==> config.mk <==
export PLATFORM = sky130hd
export DESIGN_NAME = xor_checked_command_frame_receiver
export DESIGN_NICKNAME = d
export VERILOG_FILES = /design/src/rtl/xcfr_pkg.sv /design/src/rtl/xor_checked_command_frame_receiver.sv
export SDC_FILE = /design/constraint.sdc
export NUM_CORES = 1
export LEC_CHECK = 0
export ABC_CLOCK_PERIOD_IN_PS = 2590
export BUFFER_PORTS_ARGS = -buffer_cell sky130_fd_sc_hd__clkbuf_2
export CORE_ASPECT_RATIO = 1.5
export CORE_UTILIZATION = 40
export CTS_CLUSTER_SIZE = 24
export DETAILED_ROUTE_END_ITERATION = 8
export SYNTH_ARGS = -nofsm -noshare
export SYNTH_HDL_FRONTEND = slang
export SYNTH_SLANG_ARGS = --single-unit
==> constraint.sdc <==
create_clock -name clk -period 2.59 [get_ports clk]
set_input_delay 0.259 -clock clk [delete_from_list [all_inputs] [get_ports clk]]
set_output_delay 0.259 -clock clk [all_outputs]
set_load 0.02 [all_outputs]
==> src/rtl/xcfr_pkg.sv <==
// ----------------------------------------------------------------------------
// xcfr_pkg
// Types and codes shared by the command frame receiver and its checker.
// ----------------------------------------------------------------------------
`default_nettype none

package xcfr_pkg;

    // Field types
    typedef logic [7:0] byte_t;
    typedef logic [8:0] idx_t;
    typedef logic [1:0] req_t;
    typedef logic [2:0] status_t;

    // Receive event codes
    localparam req_t REQ_BYTE    = 2'd0;
    localparam req_t REQ_TIMEOUT = 2'd1;
    localparam req_t REQ_ERROR   = 2'd2;

    // Result status codes
    localparam status_t ST_BODY     = 3'd0;
    localparam status_t ST_GOOD     = 3'd1;
    localparam status_t ST_CSUM     = 3'd2;
    localparam status_t ST_SHORT    = 3'd3;
    localparam status_t ST_ABORT    = 3'd4;

    // Frame layout
    localparam byte_t START_BYTE_RESET = 8'hFF;
    localparam idx_t  FRAME_OVERHEAD   = 9'd4;
    localparam idx_t  MIN_FRAME_BYTES  = 9'd5;
    localparam idx_t  IDX_CMD          = 9'd1;
    localparam idx_t  IDX_LEN          = 9'd2;
    localparam idx_t  IDX_FIRST_END    = 9'd3;

endpackage : xcfr_pkg

`default_nettype wire

==> src/rtl/xor_checked_command_frame_receiver.sv <==
// ----------------------------------------------------------------------------
// xor_checked_command_frame_receiver
// Deframes length-prefixed command frames from UART receive events and
// checks the XOR of each frame against its last byte.
// ----------------------------------------------------------------------------
//   channel | direction | handshake             | payload
//   --------+-----------+-----------------------+-------------------------------
//   in      | to block  | in_valid / in_stall   | req_type, rx_byte
//   out     | from block| out_valid / out_stall | out_byte, byte_index,
//           |           |                       | frame_cmd, status, last
//   config  | to block  | start_byte_we         | start_byte
//
// One item per cycle sustained while out_stall is low; each item passes
// through the input register followed by the result register.
// Reset clears the frame state to idle and sets the start byte to 0xFF.
// While out_stall holds the result register, the input register still takes
// one more beat; in_stall rises only when both registers are full.
// ----------------------------------------------------------------------------
`default_nettype none

module xor_checked_command_frame_receiver (
    input  wire logic              clk,
    input  wire logic              rst_n,
    // configuration
    input  wire logic              start_byte_we,
    input  wire xcfr_pkg::byte_t   start_byte,
    // receive events
    input  wire logic              in_valid,
    output logic                   in_stall,
    input  wire xcfr_pkg::req_t    req_type,
    input  wire xcfr_pkg::byte_t   rx_byte,
    // frame bytes
    output logic                   out_valid,
    input  wire logic              out_stall,
    output xcfr_pkg::byte_t        out_byte,
    output xcfr_pkg::idx_t         byte_index,
    output xcfr_pkg::byte_t        frame_cmd,
    output xcfr_pkg::status_t      status,
    output logic                   last
);
    import xcfr_pkg::*;

    // configuration
    byte_t   start_reg;

    // input register
    logic    in_vld_reg, in_vld_next;
    req_t    in_req_reg;
    byte_t   in_byte_reg;

    // frame state
    idx_t    byte_count_reg, byte_count_next;
    idx_t    exp_len_reg, exp_len_next;
    byte_t   xor_reg, xor_next;
    byte_t   cmd_reg, cmd_next;

    // result register
    logic    out_vld_reg, out_vld_next;
    byte_t   out_byte_reg, out_byte_next;
    idx_t    out_idx_reg, out_idx_next;
    byte_t   out_cmd_reg, out_cmd_next;
    status_t out_st_reg, out_st_next;
    logic    out_last_reg, out_last_next;

    logic    advance;
    logic    accept;
    logic    frame_idle;
    logic    frame_end;
    byte_t   cmd_now;

    // Advance the input register into the result register when it can drain
    assign advance  = in_vld_reg && (!out_vld_reg || !out_stall);
    assign in_stall = in_vld_reg && !advance;
    assign accept   = in_valid && !in_stall;

    assign frame_idle = (byte_count_reg == '0);
    assign frame_end  = (byte_count_reg >= IDX_FIRST_END)
                     && ((byte_count_reg + 9'd1) == exp_len_reg);
    assign cmd_now    = (byte_count_reg == IDX_CMD) ? in_byte_reg : cmd_reg;

    // Hold the start byte until the next write
    always_ff @(posedge clk or negedge rst_n)
    begin
        if (!rst_n)
        begin
            start_reg <= START_BYTE_RESET;
        end
        else if (start_byte_we)
        begin
            start_reg <= start_byte;
        end
    end

    // Capture each accepted beat
    always_comb
    begin
        in_vld_next = in_vld_reg;
        if (accept)
        begin
            in_vld_next = 1'b1;
        end
        else if (advance)
        begin
            in_vld_next = 1'b0;
        end
    end

    always_ff @(posedge clk or negedge rst_n)
    begin
        if (!rst_n)
        begin
            in_vld_reg <= 1'b0;
        end
        else
        begin
            in_vld_reg <= in_vld_next;
        end
    end

    always_ff @(posedge clk)
    begin
        if (accept)
        begin
            in_req_reg  <= req_type;
            in_byte_reg <= rx_byte;
        end
    end

    // Deframe: update the frame state and form at most one result
    always_comb
    begin
        byte_count_next = byte_count_reg;
        exp_len_next    = exp_len_reg;
        xor_next        = xor_reg;
        cmd_next        = cmd_reg;
        out_byte_next   = out_byte_reg;
        out_idx_next    = out_idx_reg;
        out_cmd_next    = out_cmd_reg;
        out_st_next     = out_st_reg;
        out_last_next   = out_last_reg;
        out_vld_next    = out_vld_reg && out_stall;

        if (advance)
        begin
            out_vld_next = 1'b0;
            priority if (in_req_reg == REQ_TIMEOUT || in_req_reg == REQ_ERROR)
            begin
                // abort a partial frame; ignore while idle
                if (!frame_idle)
                begin
                    out_vld_next    = 1'b1;
                    out_byte_next   = '0;
                    out_idx_next    = byte_count_reg;
                    out_cmd_next    = cmd_reg;
                    out_st_next     = ST_ABORT;
                    out_last_next   = 1'b1;
                    byte_count_next = '0;
                    exp_len_next    = '0;
                    xor_next        = '0;
                    cmd_next        = '0;
                end
            end
            else if (in_req_reg == REQ_BYTE && frame_idle)
            begin
                // drop bytes until the start byte opens a frame
                if (in_byte_reg == start_reg)
                begin
                    out_vld_next    = 1'b1;
                    out_byte_next   = in_byte_reg;
                    out_idx_next    = '0;
                    out_cmd_next    = '0;
                    out_st_next     = ST_BODY;
                    out_last_next   = 1'b0;
                    byte_count_next = 9'd1;
                    exp_len_next    = '0;
                    xor_next        = in_byte_reg;
                    cmd_next        = '0;
                end
            end
            else if (in_req_reg == REQ_BYTE && frame_end)
            begin
                // close the frame and report its status
                out_vld_next  = 1'b1;
                out_byte_next = in_byte_reg;
                out_idx_next  = byte_count_reg;
                out_cmd_next  = cmd_reg;
                out_last_next = 1'b1;
                if (xor_reg != in_byte_reg)
                begin
                    out_st_next = ST_CSUM;
                end
                else if (exp_len_reg < MIN_FRAME_BYTES)
                begin
                    out_st_next = ST_SHORT;
                end
                else
                begin
                    out_st_next = ST_GOOD;
                end
                byte_count_next = '0;
                exp_len_next    = '0;
                xor_next        = '0;
                cmd_next        = '0;
            end
            else if (in_req_reg == REQ_BYTE)
            begin
                // pass a body byte and advance the count
                out_vld_next    = 1'b1;
                out_byte_next   = in_byte_reg;
                out_idx_next    = byte_count_reg;
                out_cmd_next    = cmd_now;
                out_st_next     = ST_BODY;
                out_last_next   = 1'b0;
                cmd_next        = cmd_now;
                xor_next        = xor_reg ^ in_byte_reg;
                byte_count_next = byte_count_reg + 9'd1;
                if (byte_count_reg == IDX_LEN)
                begin
                    exp_len_next = {1'b0, in_byte_reg} + FRAME_OVERHEAD;
                end
            end
            else
            begin
                // unused event code: drop
                out_vld_next = 1'b0;
            end
        end
    end

    always_ff @(posedge clk or negedge rst_n)
    begin
        if (!rst_n)
        begin
            byte_count_reg <= '0;
            exp_len_reg    <= '0;
            xor_reg        <= '0;
            cmd_reg        <= '0;
            out_vld_reg    <= 1'b0;
        end
        else
        begin
            byte_count_reg <= byte_count_next;
            exp_len_reg    <= exp_len_next;
            xor_reg        <= xor_next;
            cmd_reg        <= cmd_next;
            out_vld_reg    <= out_vld_next;
        end
    end

    always_ff @(posedge clk)
    begin
        out_byte_reg <= out_byte_next;
        out_idx_reg  <= out_idx_next;
        out_cmd_reg  <= out_cmd_next;
        out_st_reg   <= out_st_next;
        out_last_reg <= out_last_next;
    end

    // Drive the result beat
    assign out_valid  = out_vld_reg;
    assign out_byte   = out_byte_reg;
    assign byte_index = out_idx_reg;
    assign frame_cmd  = out_cmd_reg;
    assign status     = out_st_reg;
    assign last       = out_last_reg;

endmodule : xor_checked_command_frame_receiver

`default_nettype wire

==> reports/metrics.yaml, run 1 <==
clock_network:
  cts_tree: "built"
  root_buffer: "clkbuf_16"
  clockBufferDepth: 2
  worstSkewPairLatency_ps: 340
  cts_hold_buf: 0
  cts.sink_count: 83
  clkSlewWorstSetupHoldPaths_ps: 70
  numCtsBuffers: 9
  htreeDepth: 3
synth:
  synth_top_family_by_area: "compound AO/OA/AOI/OAI gates"
  synth_edf_count: 39
  synth-compound-area-share_pct: 15.8
  async_flop_share_pct: 53.0
  netlist_area_mm2: 0.00421
  yosys.area_share.xor_xnor_pct: 6.38
  yosys.area_share.simple_pct: 14.2
  synth_mux_area_share_pct: 2.38
  synthesis.nets: 390
  synthAdderAreaFrac_pct: 2.08
  yosys_warnings: 0
  syn_avg_cell_area_um2: 11.7
  synthDistinctLibCells: 62
  ys_ff_latch: 83
  seq_area_frac_synth_pct: 54.2
  synthFlopType: "edfxtp_1"
  synthCells: 360
critical_path:
  rr_startpoint: "byte_count_reg[1]"
  cp-start-kind: "register"
  required_ps: 2690
  worstPathArrival_ps: 2640
  cp-end-kind: "register"
  path_class: "reg2reg"
  crit_fanout: 8
  startpoint: "byte_count_reg[1]"
timing:
  tightest_slew_ps: 602
  grt_setup_unrepaired: "yes"
  drv_slew: 0
  fmax_mhz: 393
  setup_viol: 0
  holdWs_ps: 3.16
  clock_skew_ps: 9.92
  finalHoldViolCount: 0
  relSlewSlack_pct: 59.9
  finalCritPeriodShare_pct: 98.2
  min_period_ps: 2540
routing:
  first_iter_violations: 143
  via_per_inst: 5.39
  post-route-drc-count: 0
  vias: 3139
  post_drt_wl_per_cell_um: 18.0
  routed_wl_mm: 10.5
  ant_nets: 0
  drt_pass1_iterations: 4
layout:
  drive_gt1_share_pct: 36.7
  multi_input_area_mm2: 0.00185
  fin_nets: 466
  n_antenna_cell: 0
  fillCellCount: 919
  area_delta_synth_final_pct: 24.5
  fin_area_mm2: 0.00525
  seqCellArea_mm2: 0.00229
placed_design:
  dp_hpwl_mm: 7.56
  io_buffers: 53
  place.gp.congestion: 0.866
  dpl-instance-area_mm2: 0.00477
die:
  die_h_um: 128
  initial_utilization_pct: 41.4
  die_w_um: 85.8
  core_mm2: 0.0102
  dieArea_mm2: 0.0110
  io_pins: 54
  rows: 45
power_and_ir_drop:
  power_density_mw_per_mm2: 1040
  p_leak_nw: 2.26
  ir_drop_mv: 0.463
grt:
  grt_max_degree: 45
  grt_pass1_wl_mm: 16.2
  antenna_found_initial: 0
  grt.overflow.total: 0
  grt.total_usage_pct: 19.9
  first_global_vias: 3179
outcome:
  status: "finished clean"
min_path:
  hold_path_class: "in2async"
run:
  maxCapViolCount: 0
## worst max-delay path: stages (launching register included)
cell	delay, ps
dfrtp_1	410
buf_6	130
ha_4	180
buf_6	120
xnor2_1	180
a211oi_2	110
o22ai_2	180
nand3_2	110
or3_4	350
and4b_2	280
a22o_1	230
## synth_stat cells (all sizes together) (9+ instances only)
library cell | n | area (um^2)
buf | 10 | 71.3
a21oi | 9 | 45.0
o21ai | 12 | 60.1
nor2 | 19 | 78.8
a22o | 18 | 158
nand2 | 14 | 55.1
nand3 | 12 | 65.1
inv | 18 | 67.6
edfxtp | 39 | 1170
dfrtp | 36 | 901
clkbuf | 19 | 71.3
xor2 | 21 | 184
nor3 | 10 | 75.1
## where the power goes
part           switching, mW  internal [mW]  leakage (nW)
Sequential             0.279           1.83         0.933
Combinational           1.17          0.952          1.20
Clock                  0.544          0.658         0.126
Total                   1.99           3.44          2.26
## metrics by stage
step | util [%] | total power [mW] | TNS, ps | instances | setup slack (ps)
3_3_place_gp | 46.8 | 3.95 | 0 | 558 | 43.1
5_1_grt | 51.5 | 5.73 | -416 | 582 | -82.2
2_1_floorplan | - | 3.36 | 0 | 360 | 19.2
6_report | 51.5 | 5.43 | 0 | 582 | 47.6
3_5_place_dp | 46.8 | 4.00 | -127 | 558 | -14.9
4_1_cts | 49.6 | 5.23 | -11.4 | 574 | -5.84
## path summary, 6_finish.rpt
path	end	slack [ps]	cells after the start
max reg2reg	frame_cmd[6]	50	10
min	byte_count_reg[7]	3	2
max in group asynchronous	byte_count_reg[0]	2160	2
max	frame_cmd[6]	50	10
min reg2reg	cmd_reg[3]	490	1
min in group clk	in_byte_reg[5]	90	1
## area by class of cell
type,instances,area share [%]
well taps,141,3.36
multi-input cells,231,35.2
clock buffers,10,4.36
flip-flops and latches,83,43.6
inverters,18,1.38
repair buffers,93,11.2
clock inverters,6,0.930
## cells in the final DEF, fill, tap and decap left out, types with 8 or more instances in the layout
master     instances
clkbuf_2          53
edfxtp_1          39
buf_4             34
dfrtp_1           33
xor2_1            21
nor2_1            18
a22o_1            18
inv_1             16
nand2_1           13
nand3_1            9
a21oi_1            9
clkbuf_16          9
mux2_2             8
a211o_1            8
o2bb2ai_1          8
dfstp_2            8
## timing repair
item	in CTS	in global routing
cloned	0	1
resized for setup	3	32
pin swaps	0	19
hold endpoints to repair	0	0
buffers inserted	0	7
endpoints found under the setup margin	20	35
## layer usage
metal  routed length, um  global-route usage (%)
met1                3950                    20.9
met3                 252                    3.22
met5                   0                       0
met2                5760                    35.8
met4                 513                    13.6
## kinds of logic (layout without fill, tap and decap cells)
| family | after synthesis | after routing |
|---|---|---|
| and+or+nand+nor | 99 | 99 |
| AOI/OAI and AO/OA | 86 | 87 |
| DFF | 83 | 83 |
| buffers and inverters | 47 | 127 |
| xor gates and xnor gates | 29 | 29 |
| muxes | 9 | 9 |
| adders and majority gates | 7 | 7 |
(Power assumes the default switching activity.)
==> run 2: changes to the inputs <==
CORE_MARGIN = 4   (was not set)
==> reports/metrics.yaml, run 2 (synthesis results as in run 1) <==
outcome:
  status: "finished clean"  # unchanged
critical_path:
  crit_fanout: 8  # unchanged
  cp-end-kind: "register"  # unchanged
  reg2regPathDepth: 10  # unchanged
  path_class: "reg2reg"  # unchanged
  required_ps: 2670  # was 2690 ps
  worstPathArrival_ps: 2660  # was 2640 ps
  cp-start-kind: "register"  # unchanged
die:
  initial_utilization_pct: 41.4  # unchanged
  die_h_um: 134  # was 128 um
  dieArea_mm2: 0.0123  # was 0.0110 mm^2
  die_w_um: 91.8  # was 85.8 um
  core_mm2: 0.0102  # unchanged
  rows: 45  # unchanged
  io_pins: 54  # unchanged
timing:
  grt_setup_unrepaired: "yes"  # unchanged
  tightest_slew_ps: 623  # was 602 ps
  min_period_ps: 2580  # was 2540 ps
  fmax_mhz: 388  # was 393 MHz
  relSlewSlack_pct: 58.5  # was 59.9%
  finalHoldViolCount: 0  # unchanged
  finalCritPeriodShare_pct: 99.4  # was 98.2%
  clock_skew_ps: 8.10  # was 9.92 ps
  setup_viol: 0  # unchanged
  drv_slew: 0  # unchanged
grt:
  first_global_vias: 3271  # was 3,179
  grt_pass1_wl_mm: 16.8  # was 16.2 mm
  grt.total_usage_pct: 17.6  # was 19.9%
  grt.overflow.total: 0  # unchanged
  antenna_found_initial: 0  # unchanged
  grt_max_degree: 34  # was 45
power_and_ir_drop:
  p_leak_nw: 2.32  # was 2.26 nW
  power_density_mw_per_mm2: 1050  # was 1040 mW/mm^2
  total_power_mw: 5.66  # was 5.43 mW
  ir_drop_mv: 0.439  # was 0.463 mV
clock_network:
  numCtsBuffers: 9  # unchanged
  clkSlewWorstSetupHoldPaths_ps: 60  # was 70 ps
  htreeDepth: 3  # unchanged
  root_buffer: "clkbuf_16"  # unchanged
  clockBufferDepth: 2  # unchanged
  worstSkewPairLatency_ps: 340  # about the same
  cts_tree: "built"  # unchanged
  cts.sink_count: 83  # unchanged
min_path:
  hold_path_class: "in2reg"  # was in2async
  holdPathStages: 1
layout:
  mostFrequentLayoutCells: "53 x clkbuf_2, 39 x edfxtp_1, 37 x buf_4"  # was 53 x clkbuf_2, 39 x edfxtp_1, 34 x buf_4
  area_delta_synth_final_pct: 27.6  # was 24.5%
  fin_nets: 472  # was 466
  final_common_cell: "clkbuf_2"  # unchanged
  drive_gt1_share_pct: 37.1  # was 36.7%
  n_antenna_cell: 0  # unchanged
  utilization_pct: 52.7  # was 51.5%
routing:
  routed_wl_mm: 10.6  # was 10.5 mm
  drt_pass1_iterations: 4  # unchanged
  post_drt_wl_per_cell_um: 18.1  # was 18.0 um
  post-route-drc-count: 0  # unchanged
  first_iter_violations: 191  # was 143
  via_per_inst: 5.48  # was 5.39
  ant_nets: 0  # unchanged
  vias: 3224  # was 3,139
placed_design:
  io_buffers: 53  # unchanged
  dp_hpwl_mm: 7.67  # was 7.56 mm
  place.gp.congestion: 0.850  # was 0.866
run:
  maxCapViolCount: 0  # unchanged
-- run 2: critical path: stages, from the launching register on --
cell	delay (ps)
dfrtp_2	420
buf_6	120
ha_4	180
buf_6	120
and3b_1	210
a211oi_2	50
o22ai_2	210
nand3_2	130
or3_4	400
and4b_4	240
a22o_1	250
-- run 2: final cells by class --
type,instances,area [um^2]
fillers,871,4820
repair buffers,99,661
inverters,18,70.1
multi-input cells,231,1850
clock inverters,5,85.1
clock buffers,11,243
well taps,141,176
flip-flops and latches,83,2290
-- run 2: metal layers --
layer / vias up / GRT usage, % / share of wire [%]
li1: 1505 / - / -
met3: 26 / 3.39 / 3.8
met1: 1611 / 19.8 / 38
met2: 82 / 31.6 / 55
met4: 0 / 8.02 / 3.1
met5: - / 0 / 0
-- run 2: timing repair --
item                                    CTS  global route
pin swaps                                 9            24
hold endpoints to repair                 20             0
hold buffers                              1             0
resized for setup                         6            31
buffers inserted                          7             4
endpoints found under the setup margin   25            43
cloned                                    0             1
-- run 2: power by group --
| part | internal [mW] | total (mW) | switching [mW] |
|---|---|---|---|
| Combinational | 0.969 | 2.17 | 1.20 |
| Clock | 0.876 | 1.39 | 0.510 |
| Sequential | 1.83 | 2.11 | 0.280 |
| Total | 3.67 | 5.66 | 1.99 |
-- run 2: path summary, 6_finish.rpt --
path	startpoint	to	slack (ps)
worst max-delay path	byte_count_reg[0]	frame_cmd[3]	10
worst min-delay path	rx_byte[2]	in_byte_reg[2]	100
worst max register to register	byte_count_reg[0]	frame_cmd[3]	10
worst min register to register	cmd_reg[3]	cmd_reg[3]	490
max in group asynchronous	rst_n	cmd_reg[3]	1430
min in group asynchronous	rst_n	byte_count_reg[1]	480
-- run 2: through the flow --
step	worst slack (ps)	hold slack, ps	cell area (um^2)	TNS, ps	instances
after detailed placement	-84.4	299	4790	-814	559
after CTS	0.740	88.9	5200	0	583
after global routing	-65.4	90.8	5380	-559	588
final	14.8	102	5380	0	588
after floorplan	19.2	-36.6	4220	0	360
after global placement	-28.2	293	4790	-74.5	559
==> run 3: changes to the inputs <==
CTS_CLUSTER_DIAMETER = 80   (was not set)
GPL_ROUTABILITY_DRIVEN = 0   (was not set)
PLACE_DENSITY = 0.72   (was not set)
==> reports/metrics.yaml, run 3 (synthesis results as in run 1) <==
outcome:
  status: "finished, violations left"  # was finished clean
  violations: "negative hold slack, negative setup slack"
timing:
  finalCritPeriodShare_pct: 101  # was 99.4%
  layout_setup_ws_ps: -18.9  # was 14.8 ps
  min_period_ps: 2610  # was 2580 ps
  tightest_slew_ps: 781  # was 623 ps
  holdWs_ps: -15.4  # was 102 ps
  finalHoldViolCount: 16  # was 0
  relSlewSlack_pct: 47.9  # was 58.5%
  grt_setup_unrepaired: "yes"  # unchanged
  setup_viol: 11  # was 0
  drv_slew: 0  # unchanged
  fmax_mhz: 383  # was 388 MHz
  clock_skew_ps: 6.38  # was 8.10 ps
placed_design:
  dp_hpwl_mm: 7.67  # about the same
  io_buffers: 53  # unchanged
power_and_ir_drop:
  p_leak_nw: 2.31  # was 2.32 nW
  total_power_mw: 5.61  # was 5.66 mW
  power_density_mw_per_mm2: 1050  # about the same
  ir_drop_mv: 0.419  # was 0.439 mV
die:
  core_mm2: 0.0102  # unchanged
  io_pins: 54  # unchanged
  initial_utilization_pct: 41.4  # unchanged
  dieArea_mm2: 0.0123  # unchanged
  die_w_um: 91.8  # unchanged
  die_h_um: 134  # unchanged
  rows: 45  # unchanged
routing:
  post-route-drc-count: 0  # unchanged
  ant_nets: 0  # unchanged
  post_drt_wl_per_cell_um: 18.3  # was 18.1 um
  vias: 3322  # was 3,224
  first_iter_violations: 276  # was 191
  drt_pass1_iterations: 5  # was 4
  via_per_inst: 5.66  # was 5.48
  routed_wl_mm: 10.7  # was 10.6 mm
clock_network:
  worstSkewPairLatency_ps: 340  # about the same
  cts_tree: "built"  # unchanged
  clockBufferDepth: 2  # unchanged
  numCtsBuffers: 9  # unchanged
  htreeDepth: 3  # unchanged
  root_buffer: "clkbuf_16"  # unchanged
  cts.sink_count: 83  # unchanged
  clkSlewWorstSetupHoldPaths_ps: 60  # about the same
layout:
  n_antenna_cell: 0  # unchanged
  final_common_cell: "clkbuf_2"  # unchanged
  fin_nets: 471  # was 472
  drive_gt1_share_pct: 37.9  # was 37.1%
  seqCellArea_mm2: 0.00229  # about the same
  multi_input_area_mm2: 0.00188  # was 0.00185 mm^2
  mostFrequentLayoutCells: "54 x clkbuf_2, 39 x edfxtp_1, 37 x buf_4"  # was 53 x clkbuf_2, 39 x edfxtp_1, 37 x buf_4
  area_delta_synth_final_pct: 27.0  # was 27.6%
  fillCellCount: 867  # was 871
critical_path:
  cp-start-kind: "register"  # unchanged
  required_ps: 2810  # was 2670 ps
  worstPathArrival_ps: 2830  # was 2660 ps
  crit_fanout: 5  # was 8
  reg2regPathDepth: 10  # unchanged
  cp-end-kind: "register"  # unchanged
  path_class: "reg2reg"  # unchanged
run:
  maxCapViolCount: 0  # unchanged
grt:
  grt_pass1_wl_mm: 16.3  # was 16.8 mm
  antenna_found_initial: 0  # unchanged
  grt.overflow.total: 0  # unchanged
  grt_max_degree: 34  # unchanged
  grt.total_usage_pct: 17.2  # was 17.6%
  first_global_vias: 3211  # was 3,271
min_path:
  hold_path_class: "in2async"  # was in2reg
[run 3: cell count changes in the layout (fill, tap and decap cells not counted), sizes merged]
cell,before,now
bufinv,2,0
clkbuf,64,66
buf,45,44
clkinv,1,2
clkinvlp,1,0
dlygate4sd3,1,0
inv,19,20
[run 3: power by group]
| part | internal, mW | switching, mW | total, mW | leakage (nW) |
|---|---|---|---|---|
| Sequential | 1.83 | 0.298 | 2.13 | 0.932 |
| Combinational | 0.954 | 1.23 | 2.18 | 1.23 |
| Clock | 0.771 | 0.530 | 1.30 | 0.154 |
| Total | 3.55 | 2.06 | 5.61 | 2.31 |
[run 3: path summary, 6_finish.rpt]
| check | slack [ps] | end | start |
|---|---|---|---|
| min in group clk | 90 | in_byte_reg[6] | rx_byte[6] |
| max | -20 | exp_len_reg[2] | byte_count_reg[0] |
| min reg2reg | 490 | cmd_reg[7] | cmd_reg[7] |
| max reg2reg | -20 | exp_len_reg[2] | byte_count_reg[0] |
| min | -20 | byte_count_reg[3] | rst_n |
| max in group asynchronous | 1880 | start_reg[7] | rst_n |
[run 3: worst max-delay path, cell delays in order (launching register included)]
cell and delay [ps]:
dfrtp_2 450, ha_4 200, buf_6 110, xor3_1 200, nor3_2 190, o211ai_1 150
and2_4 220, or3_4 380, buf_6 140, a21o_4 230, a22o_1 230
[run 3: layer usage]
metal	wire length [um]	global-route usage (%)
met4	531	11.2
met2	5800	31.4
met5	0	0
met1	3850	17.6
met3	547	3.33
[run 3: cell type report]
| class | instances | area share (%) |
|---|---|---|
| timing repair buffer | 98 | 11.7 |
| tap | 141 | 3.30 |
| inverter | 18 | 1.31 |
| multi-input combinational | 231 | 35.2 |
| clock buffer | 12 | 5.22 |
| sequential | 83 | 42.8 |
| clock inverter | 4 | 0.538 |
[run 3: what timing repair did]
| item | in CTS | in global routing |
|---|---|---|
| hold buffers | 0 | 0 |
| gates cloned | 0 | 1 |
| setup endpoints to repair | 18 | 34 |
| pin swaps | 2 | 22 |
| gates resized for setup | 3 | 40 |
| setup buffers | 1 | 9 |
[run 3: through the flow]
step / worst slack [ps] / std cells / setup TNS (ps) / util [%] / area [um^2]
detailed placement: -65.0 / 560 / -786 / 46.9 / 4780
finish: -18.9 / 587 / -113 / 52.5 / 5350
floorplan: 19.2 / 360 / 0 / - / 4220
CTS: 3.55 / 577 / 0 / 50.3 / 5120
global placement: 19.6 / 560 / 0 / 46.9 / 4780
global route: -103 / 587 / -1690 / 52.5 / 5350
